**src/design/uart_command_frame_parser_defines.svh**
```systemverilog
// Assertion macros shared by the frame parser RTL.
`ifndef UART_COMMAND_FRAME_PARSER_DEFINES_SVH
`define UART_COMMAND_FRAME_PARSER_DEFINES_SVH

`ifndef SYNTHESIS
// Same-cycle implication, sampled on clk_i, quiet during reset.
`define UCFP_ASSERT_NOW(label, ante, cons) \
  label: assert property (@(posedge clk_i) disable iff (!rst_ni) (ante) |-> (cons)) \
    else $error("ucfp check failed");
// Next-cycle implication, sampled on clk_i, quiet during reset.
`define UCFP_ASSERT_NEXT(label, ante, cons) \
  label: assert property (@(posedge clk_i) disable iff (!rst_ni) (ante) |=> (cons)) \
    else $error("ucfp check failed");
`else
`define UCFP_ASSERT_NOW(label, ante, cons)
`define UCFP_ASSERT_NEXT(label, ante, cons)
`endif

`endif

```
**src/design/ucfp_pkg.sv**
```systemverilog
`default_nettype none
package ucfp_pkg;

  localparam int unsigned BYTE_W  = 8;
  localparam int unsigned KIND_W  = 2;
  localparam int unsigned FAULT_W = 32;
  localparam int unsigned ADDR_W  = 3;
  localparam int unsigned DATA_W  = 32;

  localparam logic [BYTE_W-1:0] HEAD_FIRST  = 8'hFF;
  localparam logic [BYTE_W-1:0] HEAD_SECOND = 8'hFC;
  localparam logic [BYTE_W-1:0] TAIL_FIRST  = 8'hA1;
  localparam logic [BYTE_W-1:0] TAIL_SECOND = 8'hA2;

  localparam logic [BYTE_W-1:0] LENGTH_LIMIT_RESET  = 8'd100;
  localparam logic [BYTE_W-1:0] COMMAND_LIMIT_RESET = 8'hF1;

  // Register index, taken from paddr[2].
  localparam logic REG_LENGTH_LIMIT  = 1'b0;
  localparam logic REG_COMMAND_LIMIT = 1'b1;

  typedef enum logic [KIND_W-1:0] {
    KIND_PAYLOAD  = 2'd0,
    KIND_SUM_GOOD = 2'd1,
    KIND_SUM_BAD  = 2'd2
  } kind_e;

  typedef enum logic [7:0] {
    PH_IDLE  = 8'b0000_0001,
    PH_HEAD2 = 8'b0000_0010,
    PH_CMD   = 8'b0000_0100,
    PH_LEN   = 8'b0000_1000,
    PH_DATA  = 8'b0001_0000,
    PH_CHECK = 8'b0010_0000,
    PH_TAIL1 = 8'b0100_0000,
    PH_TAIL2 = 8'b1000_0000
  } phase_e;

endpackage
`default_nettype wire

```
**src/design/ucfp_rx_if.sv**
```systemverilog
`default_nettype none
interface ucfp_rx_if;
  import ucfp_pkg::*;

  logic              valid;
  logic              ready;
  logic [BYTE_W-1:0] rx_byte;

  modport source (output valid, output rx_byte, input ready);
  modport sink   (input valid, input rx_byte, output ready);
endinterface
`default_nettype wire

```
**src/design/ucfp_res_if.sv**
```systemverilog
`default_nettype none
interface ucfp_res_if;
  import ucfp_pkg::*;

  logic               valid;
  logic               ready;
  logic [KIND_W-1:0]  kind;
  logic [BYTE_W-1:0]  byte_value;
  logic [BYTE_W-1:0]  payload_length;
  logic [FAULT_W-1:0] fault_count;

  modport source (output valid, output kind, output byte_value, output payload_length,
                  output fault_count, input ready);
  modport sink   (input valid, input kind, input byte_value, input payload_length,
                  input fault_count, output ready);
endinterface
`default_nettype wire

```
**src/design/uart_command_frame_parser.sv**
```systemverilog
// Serial command frame parser. Each item on rx_i is one received byte; the
// parser follows the layout FF FC <command> <length> <payload...> <xor> A1 A2
// and emits at most one item on res_o per byte: every payload byte as it
// arrives (kind 0, with the frame length), and at the second tail byte the
// command and length with kind 1 (XOR of header, command, length and payload
// matches the check byte) or kind 2 (mismatch). An unexpected byte, including
// garbage while idle, a zero length or a command/length at or above its limit
// register, drops the frame, returns to idle and bumps the wrapping 32-bit
// fault count that rides along with every result. Rate: one byte per clock
// cycle while res_o keeps up; a result appears in the cycle after its byte is
// taken. rx_i.ready falls only while the single result register holds an item
// res_o has not yet taken. Limits are written over the APB port (length_limit
// at 0x0, command_limit at 0x4) by the user while idle; the block does not check.
`default_nettype none
`include "uart_command_frame_parser_defines.svh"
module uart_command_frame_parser
  import ucfp_pkg::*;
(
  input  wire                clk_i,
  input  wire                rst_ni,
  input  wire                psel,
  input  wire                penable,
  input  wire                pwrite,
  input  wire  [ADDR_W-1:0]  paddr,
  input  wire  [DATA_W-1:0]  pwdata,
  output logic [DATA_W-1:0]  prdata,
  output logic               pready,
  ucfp_rx_if.sink            rx_i,
  ucfp_res_if.source         res_o
);

  // Configuration registers
  logic [BYTE_W-1:0] len_limit_q, cmd_limit_q;
  logic              cfg_wr;

  // Parser state
  phase_e             phase_q, phase_d;
  logic [BYTE_W-1:0]  remain_q, remain_d;
  logic [BYTE_W-1:0]  cmd_q, cmd_d;
  logic [BYTE_W-1:0]  len_q, len_d;
  logic [BYTE_W-1:0]  xor_q, xor_d;
  logic [BYTE_W-1:0]  chk_q, chk_d;
  logic [FAULT_W-1:0] fault_q, fault_d;

  // Result register
  logic               out_valid_q, out_valid_d;
  kind_e              out_kind_q, emit_kind;
  logic [BYTE_W-1:0]  out_byte_q, emit_byte;
  logic [BYTE_W-1:0]  out_len_q;
  logic [FAULT_W-1:0] out_fault_q;

  logic              accept, emit, reject;
  logic [BYTE_W-1:0] b;

  // APB: always ready, register picked by paddr[2]
  assign pready = 1'b1;
  assign cfg_wr = psel & penable & pwrite & pready;

  always_comb begin
    case (paddr[2])
      REG_LENGTH_LIMIT:  prdata = {{(DATA_W-BYTE_W){1'b0}}, len_limit_q};
      REG_COMMAND_LIMIT: prdata = {{(DATA_W-BYTE_W){1'b0}}, cmd_limit_q};
      default:           prdata = '0;
    endcase
  end

  always_ff @(posedge clk_i or negedge rst_ni) begin
    if (!rst_ni) begin
      len_limit_q <= LENGTH_LIMIT_RESET;
      cmd_limit_q <= COMMAND_LIMIT_RESET;
    end else if (cfg_wr) begin
      if (paddr[2] == REG_LENGTH_LIMIT) len_limit_q <= pwdata[BYTE_W-1:0];
      if (paddr[2] == REG_COMMAND_LIMIT) cmd_limit_q <= pwdata[BYTE_W-1:0];
    end
  end

  // Take a new byte whenever the result register is empty or being drained
  assign rx_i.ready = ~out_valid_q | res_o.ready;
  assign accept     = rx_i.valid & rx_i.ready;
  assign b          = rx_i.rx_byte;

  // Per-byte state update
  always_comb begin
    phase_d   = phase_q;
    remain_d  = remain_q;
    cmd_d     = cmd_q;
    len_d     = len_q;
    xor_d     = xor_q;
    chk_d     = chk_q;
    emit      = 1'b0;
    reject    = 1'b0;
    emit_kind = KIND_PAYLOAD;
    emit_byte = b;

    case (phase_q)
      PH_IDLE: begin
        if (b == HEAD_FIRST) begin
          xor_d   = b;
          phase_d = PH_HEAD2;
        end else begin
          reject = 1'b1;
        end
      end
      PH_HEAD2: begin
        if (b == HEAD_SECOND) begin
          xor_d   = xor_q ^ b;
          phase_d = PH_CMD;
        end else begin
          reject = 1'b1;
        end
      end
      PH_CMD: begin
        if (b < cmd_limit_q) begin
          cmd_d   = b;
          xor_d   = xor_q ^ b;
          phase_d = PH_LEN;
        end else begin
          reject = 1'b1;
        end
      end
      PH_LEN: begin
        if ((b != '0) && (b < len_limit_q)) begin
          len_d    = b;
          remain_d = b;
          xor_d    = xor_q ^ b;
          phase_d  = PH_DATA;
        end else begin
          reject = 1'b1;
        end
      end
      PH_DATA: begin
        xor_d    = xor_q ^ b;
        remain_d = remain_q - 1'b1;
        if (remain_d == '0) phase_d = PH_CHECK;
        emit = 1'b1;
      end
      PH_CHECK: begin
        // Any check value passes here; a mismatch shows only as a bad frame end
        chk_d   = b;
        phase_d = PH_TAIL1;
      end
      PH_TAIL1: begin
        if (b == TAIL_FIRST) phase_d = PH_TAIL2;
        else reject = 1'b1;
      end
      PH_TAIL2: begin
        if (b == TAIL_SECOND) begin
          phase_d   = PH_IDLE;
          emit      = 1'b1;
          emit_kind = (xor_q == chk_q) ? KIND_SUM_GOOD : KIND_SUM_BAD;
          emit_byte = cmd_q;
        end else begin
          reject = 1'b1;
        end
      end
      default: phase_d = PH_IDLE;
    endcase

    // Drop the frame and count the byte
    if (reject) phase_d = PH_IDLE;
    fault_d = reject ? fault_q + 1'b1 : fault_q;
  end

  always_ff @(posedge clk_i or negedge rst_ni) begin
    if (!rst_ni) begin
      phase_q  <= PH_IDLE;
      remain_q <= '0;
      cmd_q    <= '0;
      len_q    <= '0;
      xor_q    <= '0;
      chk_q    <= '0;
      fault_q  <= '0;
    end else if (accept) begin
      phase_q  <= phase_d;
      remain_q <= remain_d;
      cmd_q    <= cmd_d;
      len_q    <= len_d;
      xor_q    <= xor_d;
      chk_q    <= chk_d;
      fault_q  <= fault_d;
    end
  end

  // Result register: load on an emitting byte, clear once taken
  always_comb begin
    out_valid_d = out_valid_q;
    if (accept && emit) out_valid_d = 1'b1;
    else if (res_o.ready) out_valid_d = 1'b0;
  end

  always_ff @(posedge clk_i or negedge rst_ni) begin
    if (!rst_ni) out_valid_q <= 1'b0;
    else out_valid_q <= out_valid_d;
  end

  // Results never coincide with a reject, so the current count is the one to report
  always_ff @(posedge clk_i) begin
    if (accept && emit) begin
      out_kind_q  <= emit_kind;
      out_byte_q  <= emit_byte;
      out_len_q   <= len_q;
      out_fault_q <= fault_q;
    end
  end

  assign res_o.valid          = out_valid_q;
  assign res_o.kind           = out_kind_q;
  assign res_o.byte_value     = out_byte_q;
  assign res_o.payload_length = out_len_q;
  assign res_o.fault_count    = out_fault_q;

  // A payload phase always has at least one byte left to go
  `UCFP_ASSERT_NOW(a_remain_nonzero, phase_q == PH_DATA, remain_q != '0)
  // A rejected byte always lands the parser in idle
  `UCFP_ASSERT_NEXT(a_reject_idle, accept && reject, phase_q == PH_IDLE)
  // The fault count moves by at most one per cycle
  `UCFP_ASSERT_NEXT(a_fault_step, 1'b1,
                    fault_q == $past(fault_q) || fault_q == $past(fault_q) + 1'b1)
  // A payload byte taken always yields a payload result next cycle
  `UCFP_ASSERT_NEXT(a_data_emits, accept && phase_q == PH_DATA,
                    out_valid_q && out_kind_q == KIND_PAYLOAD)
  // Input stalls only behind a held result
  `UCFP_ASSERT_NOW(a_stall_cause, !rx_i.ready, out_valid_q && !res_o.ready)

endmodule
`default_nettype wire
```
**src/flat_wrapper.sv**
```systemverilog
// flat-port wrapper written by rule: the top's interface ports become plain ports
module uart_command_frame_parser_flat import ucfp_pkg::*;
  (clk_i, rst_ni, psel, penable, pwrite, paddr, pwdata, prdata, pready, rx_i_valid, rx_i_rx_byte, rx_i_ready, res_o_valid, res_o_kind, res_o_byte_value, res_o_payload_length, res_o_fault_count, res_o_ready);
  ucfp_rx_if rx_i_i ();
  ucfp_res_if res_o_i ();
  input  wire clk_i;
  input  wire rst_ni;
  input  wire psel;
  input  wire penable;
  input  wire pwrite;
  input  wire  [ADDR_W-1:0] paddr;
  input  wire  [DATA_W-1:0] pwdata;
  output logic [DATA_W-1:0] prdata;
  output logic pready;
  input wire logic [$bits(rx_i_i.valid)-1:0] rx_i_valid;
  input wire logic [$bits(rx_i_i.rx_byte)-1:0] rx_i_rx_byte;
  output wire logic [$bits(rx_i_i.ready)-1:0] rx_i_ready;
  output wire logic [$bits(res_o_i.valid)-1:0] res_o_valid;
  output wire logic [$bits(res_o_i.kind)-1:0] res_o_kind;
  output wire logic [$bits(res_o_i.byte_value)-1:0] res_o_byte_value;
  output wire logic [$bits(res_o_i.payload_length)-1:0] res_o_payload_length;
  output wire logic [$bits(res_o_i.fault_count)-1:0] res_o_fault_count;
  input wire logic [$bits(res_o_i.ready)-1:0] res_o_ready;
  assign rx_i_i.valid = rx_i_valid;
  assign rx_i_i.rx_byte = rx_i_rx_byte;
  assign rx_i_ready = rx_i_i.ready;
  assign res_o_valid = res_o_i.valid;
  assign res_o_kind = res_o_i.kind;
  assign res_o_byte_value = res_o_i.byte_value;
  assign res_o_payload_length = res_o_i.payload_length;
  assign res_o_fault_count = res_o_i.fault_count;
  assign res_o_i.ready = res_o_ready;
  uart_command_frame_parser u_core (.clk_i(clk_i), .rst_ni(rst_ni), .psel(psel), .penable(penable), .pwrite(pwrite), .paddr(paddr), .pwdata(pwdata), .prdata(prdata), .pready(pready), .rx_i(rx_i_i), .res_o(res_o_i));
endmodule
```
**config.mk**
```make
export PLATFORM = sky130hd
export DESIGN_NAME = uart_command_frame_parser_flat
export DESIGN_NICKNAME = d
export VERILOG_FILES = /design/src/design/ucfp_pkg.sv /design/src/design/ucfp_rx_if.sv /design/src/design/ucfp_res_if.sv /design/src/design/uart_command_frame_parser.sv /design/src/flat_wrapper.sv
export VERILOG_INCLUDE_DIRS = /design/src /design/src/design
export SDC_FILE = /design/constraint.sdc
export NUM_CORES = 1
export LEC_CHECK = 0
export BUFFER_PORTS_ARGS = -buffer_cell sky130_fd_sc_hd__buf_2
export CELL_PAD_IN_SITES_DETAIL_PLACEMENT = 1
export CELL_PAD_IN_SITES_GLOBAL_PLACEMENT = 1
export CORE_MARGIN = 1
export CORE_UTILIZATION = 44
export CTS_CLUSTER_DIAMETER = 100
export DETAILED_ROUTE_END_ITERATION = 16
export GPL_ROUTABILITY_DRIVEN = 0
export PLACE_DENSITY_LB_ADDON = 0.1
export SLEW_MARGIN = 20
export SYNTH_ARGS = -nofsm -noshare
export SYNTH_HDL_FRONTEND = slang
export SYNTH_SLANG_ARGS = --single-unit
export TNS_END_PERCENT = 30
```
**constraint.sdc**
```tcl
create_clock -name clk_i -period 5.1 [get_ports clk_i]
set_input_delay 1.53 -clock clk_i [delete_from_list [all_inputs] [get_ports clk_i]]
set_output_delay 1.53 -clock clk_i [all_outputs]
set_load 0.005 [all_outputs]
```
Yosys cells after proc, flatten, opt, wreduce, memory -nomap -nowiden --
Cells that the tools add are included.
Cells by class: $lt $le $gt $ge 2, bitwise operators 7, reduce and logical (&&, ||, !) cells 17, div/mod/pow operators 0, eq/ne operators 24, mux-type cells 31, add/subtract/negate cells 2, shifts and indexed selects 0, multiply operators 0
Operators with widths (count):
- 2-to-1 mux 8 bit | 15
- one-hot mux 32 bit (2 select lines) | 1
- one-hot mux 8 bit (8 select lines) | 1
- equality test 8 bit (second input constant) | 5
- one-hot mux 8 bit (5 select lines) | 1
- adder 32 x 1 -> 32 bit (second input constant) | 1
- inequality test 3 x 1 -> 1 bit (second input constant) | 7
- less-than comparator 8 bit | 2
- one-hot mux 8 bit (2 select lines) | 1
- AND reduction 2 bit | 5
- 2-to-1 mux 1 bit | 9
- AND reduction 3 bit | 3
- equality test 8 x 1 -> 1 bit (second input constant) | 1
- equality test 8 x 2 -> 1 bit (second input constant) | 1
- equality test 8 x 3 -> 1 bit (second input constant) | 1
- equality test 8 x 4 -> 1 bit (second input constant) | 1
- equality test 8 x 5 -> 1 bit (second input constant) | 1
- equality test 8 x 6 -> 1 bit (second input constant) | 1
- equality test 8 x 7 -> 1 bit (second input constant) | 1
- equality test 8 bit | 1
- zero test 8 bit | 1
- inequality test 2 x 1 -> 1 bit (second input constant) | 4
- AND reduction 8 bit | 1
- nonzero test 8 bit | 1
- other kinds (12) | 17
Storage, ports and cells: bits in read-only memories 0, bits in latches 0, flip-flop bits (word level) 147, RAM bits 0, word-level logic and storage cells 97, memories kept 0, output and inout bits 85

Logic depth before layout (Yosys ltp) --
depth in word-level cells 6, mapped depth 10, gate-level depth less buffers 9

Least setup slack after synthesis --
No wires, ideal clock.
kind in2reg, from input port rx_i_rx_byte[2], to register u_core.out_byte_q[0], in the netlist u_core.res_o.byte_value[0] (enable), slack -303 ps, cell stages on the path 7, arrival 4946 ps, data required time 4642 ps, library setup time 458 ps, path buffers 2, path through buf_2 > nor4_1 > nor3b_1 > nor2b_1 > clkbuf_1 > nor2_1 > nor2_1
On the way: word-level cells in the longest chain between the ends 4
RTL lines:
- start, declared | RTL line flat_wrapper.sv:16 | input wire logic [$bits(rx_i_i.rx_byte)-1:0] rx_i_rx_byte;
- equality test 8 bit | RTL line uart_command_frame_parser.sv:147 | if (b == TAIL_SECOND) begin
- 2-to-1 mux 1 bit | RTL line uart_command_frame_parser.sv:147
- one-hot mux 1 bit (2 select lines) | RTL line uart_command_frame_parser.sv:95 | case (phase_q)
- logical AND 1 bit | RTL line uart_command_frame_parser.sv:198 | if (accept && emit) begin
- end signal, assigned | RTL line uart_command_frame_parser.sv:200 | out_byte_q <= emit_byte;
- end, declared | RTL line uart_command_frame_parser.sv:48 | logic [BYTE_W-1:0] out_byte_q, emit_byte;
No other way between the ends. A chain may end at the register's enable or synchronous reset.

Worst setup path after layout --
from input port rx_i_rx_byte[6], to register u_core.fault_q[2]
On the way: word-level cells in the longest chain between the ends 5
RTL lines:
- less-than comparator 8 bit or nonzero test 8 bit (tied branches) | RTL line uart_command_frame_parser.sv:122 | if ((b != '0) && (b < len_limit_q)) begin
- logical AND 1 bit | RTL line uart_command_frame_parser.sv:122
- 2-to-1 mux 1 bit | RTL line uart_command_frame_parser.sv:122
- one-hot mux 1 bit (6 select lines) * | RTL line uart_command_frame_parser.sv:95
- AND reduction 2 bit (no source line) *
- end signal, assigned | RTL line uart_command_frame_parser.sv:180 | fault_q <= fault_d;
- end, declared | RTL line uart_command_frame_parser.sv:43 | logic [FAULT_W-1:0] fault_q, fault_d;
Every way passes the cells marked *; elsewhere a longest branch is shown, timed or not.

==> results.md <==
- Clk slew on worst S/H paths: 0.06 ns
- DIE HEIGHT: 128 um
- Tmin final: 3.90 ns
- Simple-gate share of the synthesized area: 0.143
- Detailed-route DRC error count: 0
- Die Wd: 128 um
- Hold path start: u_core.len_q[5]
- Hold crit path type: reg -> reg
- Maximum vdd drop: 0.000241 V
- Startpoint Class: primary input
- Top cells by count, synth: dfrtp_1 (88), edfxtp_1 (50), mux2_2 (44)
- Via density per instance: 5.27
- CP Max Fanout: 12
- Total gr overflow: 0
- Most used cell, CP: a21oi_1
- Multiplexer share of the synthesized area: 0.0724
- Final hold viol count: 0
- Final instance area: 8090 um^2
- Critical path type: in -> reg
- Core Rows: 45
- Initial antenna violation count: 0
- Status: finished clean
- WP data required: 5.40 ns
- CTS tree: built
- Setup TNS: 0 ns
- Worst R2R End: u_core.fault_q[2]
- Synth async-reset ratio: 0.660
- Crit. Startpoint: rx_i_rx_byte[6]
- Synth-to-Final Area Change: 15.5%
- Total GRT Usage: 0.204
- Post-synth EDFFs: 50
- Setup repair bufs after CTS: 0
- Main combinational cell family by area after synthesis: simple AND/OR/NAND/NOR gates
- Register-to-Register Path Depth: 9
- Synth Warn #: 0
- CTS resizes: 0
- Placed Area: 7520 um^2
- Slew headroom: 0.432
- Vias in the first global route: 5,026
- Top Ports: 135
- WP data arrival: 4.20 ns
- Worst slew pin tran: 0.852 ns
- Antenna Nets Post-Route: 0
- Global-route wire length before repair: 25.6 mm
- Most used flip-flop cell after synthesis: dfrtp_1
- Syn Inst Count: 587
- Layout net count: 738
- Vias post-DR: 4,718
- Most area-consuming cells after synthesis: dfrtp_1 (31%), edfxtp_1 (21%), mux2_2 (7.1%)
- Worst-path cell chain: buf_2 > ha_1 > a21oi_1 > nand2_1 > a221oi_1 > a21oi_1 > or3_1 > and3_1 > xor2_1
- Critical R2R Launch: u_core.len_limit_q[6]
- CORE AREA: 15,400 um^2
- Leakage: 0.00356 uW
- Total clock sinks: 147
- Post-Synth Adder-Cell Area: 0.0304
- Violation count after the first detailed-route iteration: 237
- Starting Density: 0.455
- Post-DP HPWL: 10.6 mm
- Unrepaired setup endpoints after global routing: false
- Routed Wire Length: 15.5 mm
- Flop2flop setup slack: 1.99 ns
- Seq cells post-synth: 147
- Hold-fix buffers, CTS: 0
- Slowest library cell on the worst path: or3_1
- H-tree depth: 4
- N_diodes: 0
- Synth cell types: 57
- IO Port Bufs: 83
- Largest net degree at the start of global routing: 66
- Layout cells sized above 1: 0.276
- Slew Viols, Final: 0
- Max Clock Skew: 0.0101 ns
- Worst stage delay on the critical path: 0.64 ns
- Hold Path Stages: 0
- Setup violators final: 0
- Most frequent cell after synthesis: dfrtp_1
- Pre-antenna DRT Iters: 4
- Max Clock Freq: 256 MHz
- Fraction of the cycle the final worst path needs: 0.766
- Dominant cell type by area after synthesis: dfrtp_1
- Cell Area, Synth: 7000 um^2
- Worst hold margin: 0.444 ns
- TritonCTS buffer count: 17
- Post-synthesis compound-gate area fraction: 0.0781
- Worst min-delay path endpoint: u_core.res_o.payload_length[5]
- Worst setup EP type: register
- Die Area: 16,400 um^2
- WL/cell: 17.3 um
- Fill cells: 1,645
- Top-area cell type share of the netlist area: 0.315
- Power per standard cell area: 430 nW/um^2
- Synth Area per Inst: 11.9 um^2
- Post-synthesis xor/xnor area fraction: 0.0550
- Maxcap violations: 0
- Clock buffer depth: 2
- Skew-Pair Late Insertion Delay: 0.42 ns
- Sequential area share after synthesis: 0.563
- Root Driver: clkbuf_16
layout by cell type, fill, tap and decap left out, types with 3 or more instances in the layout:
master and instances:
xor2_1 34, xnor2_1 10, mux2_2 44, or2_2 4, a21oi_1 35, edfxtp_1 50, inv_1 21, nand2b_1 4
nor2b_1 5, buf_2 82, nor2_1 21, nand4_1 12, dfrtp_1 88, nand2_1 39, nand4b_1 6, buf_4 9
ha_1 17, o31ai_1 5, and4_1 5, a21o_1 6, and3_1 7, conb_1 25, nor4_4 3, inv_6 3
clkinv_2 5, o21ai_0 27, nor3b_1 9, nor4_1 5, nand3_1 22, dfstp_2 9, nor3_1 16, clkbuf_16 17
where the power goes:
| group | internal [uW] | switching [uW] |
|---|---|---|
| Sequential | 1420 | 168 |
| Clock | 719 | 481 |
| Combinational | 296 | 399 |
| Total | 2430 | 1050 |
critical path: cells and delay by family:
family | cells | cell delay (ns)
xor gates and xnor gates | 1 | 0.14
and+or+nand+nor | 3 | 0.99
adders and majority gates | 1 | 0.31
buffers and inverters | 1 | 0.25
AOI/OAI and AO/OA | 3 | 0.96
sequential cells by signal (all words and copies together), names as in the netlist, 8 cells and up:
signal	cells
u_core.len_q	8
u_core.cmd_limit_q	8
u_core.res_o.byte_value	8
u_core.len_limit_q	8
u_core.fault_q	32
u_core.cmd_q	8
u_core.remain_q	8
u_core.xor_q	8
u_core.res_o.payload_length	8
u_core.chk_q	8
u_core.res_o.fault_count	32
u_core.phase_q	8
through the flow:
step	instances	worst slack, ns	total power, uW	utilization
after floorplan	610	0.525	2120	-
after CTS	895	1.18	3510	0.526
after detailed placement	863	0.738	2300	0.489
after global routing	895	0.996	3680	0.526
final	895	1.20	3480	0.526
after global placement	863	0.757	2250	0.489
kinds of logic after synthesis:
kind of cell	Yosys count
fa+ha+maj	17
other cells	2
compound gates	90
mux	45
simple gates	172
buf+inv	70
xor+xnor	44
flops	147
routing by layer:
layer	global-route usage	wire length (um)
met2	0.350	7720
met4	0.0775	259
met3	0.0388	431
met1	0.255	7090
met5	0	0
worst max path at each step:
stage	end	cells past startpoint
floorplan	u_core.res_o.byte_value[0]	7
detailed placement	u_core.fault_q[2]	9
finish	u_core.fault_q[2]	9
global route	u_core.xor_q[2]	9
CTS	u_core.fault_q[2]	9
global placement	u_core.fault_q[2]	9
area by class of cell:
class                           instances  area (um^2)  share of cell area
Sequential cell                       147         3940               0.487
Clock inverter                         13          131              0.0162
Inverter                               21         78.8             0.00974
Multi-Input combinational cell        393         2760               0.342
Tap cell                              211          264              0.0326
Timing Repair Buffer                   91          478              0.0591
Clock buffer                           19          433              0.0535
(Power assumes the default switching activity.)
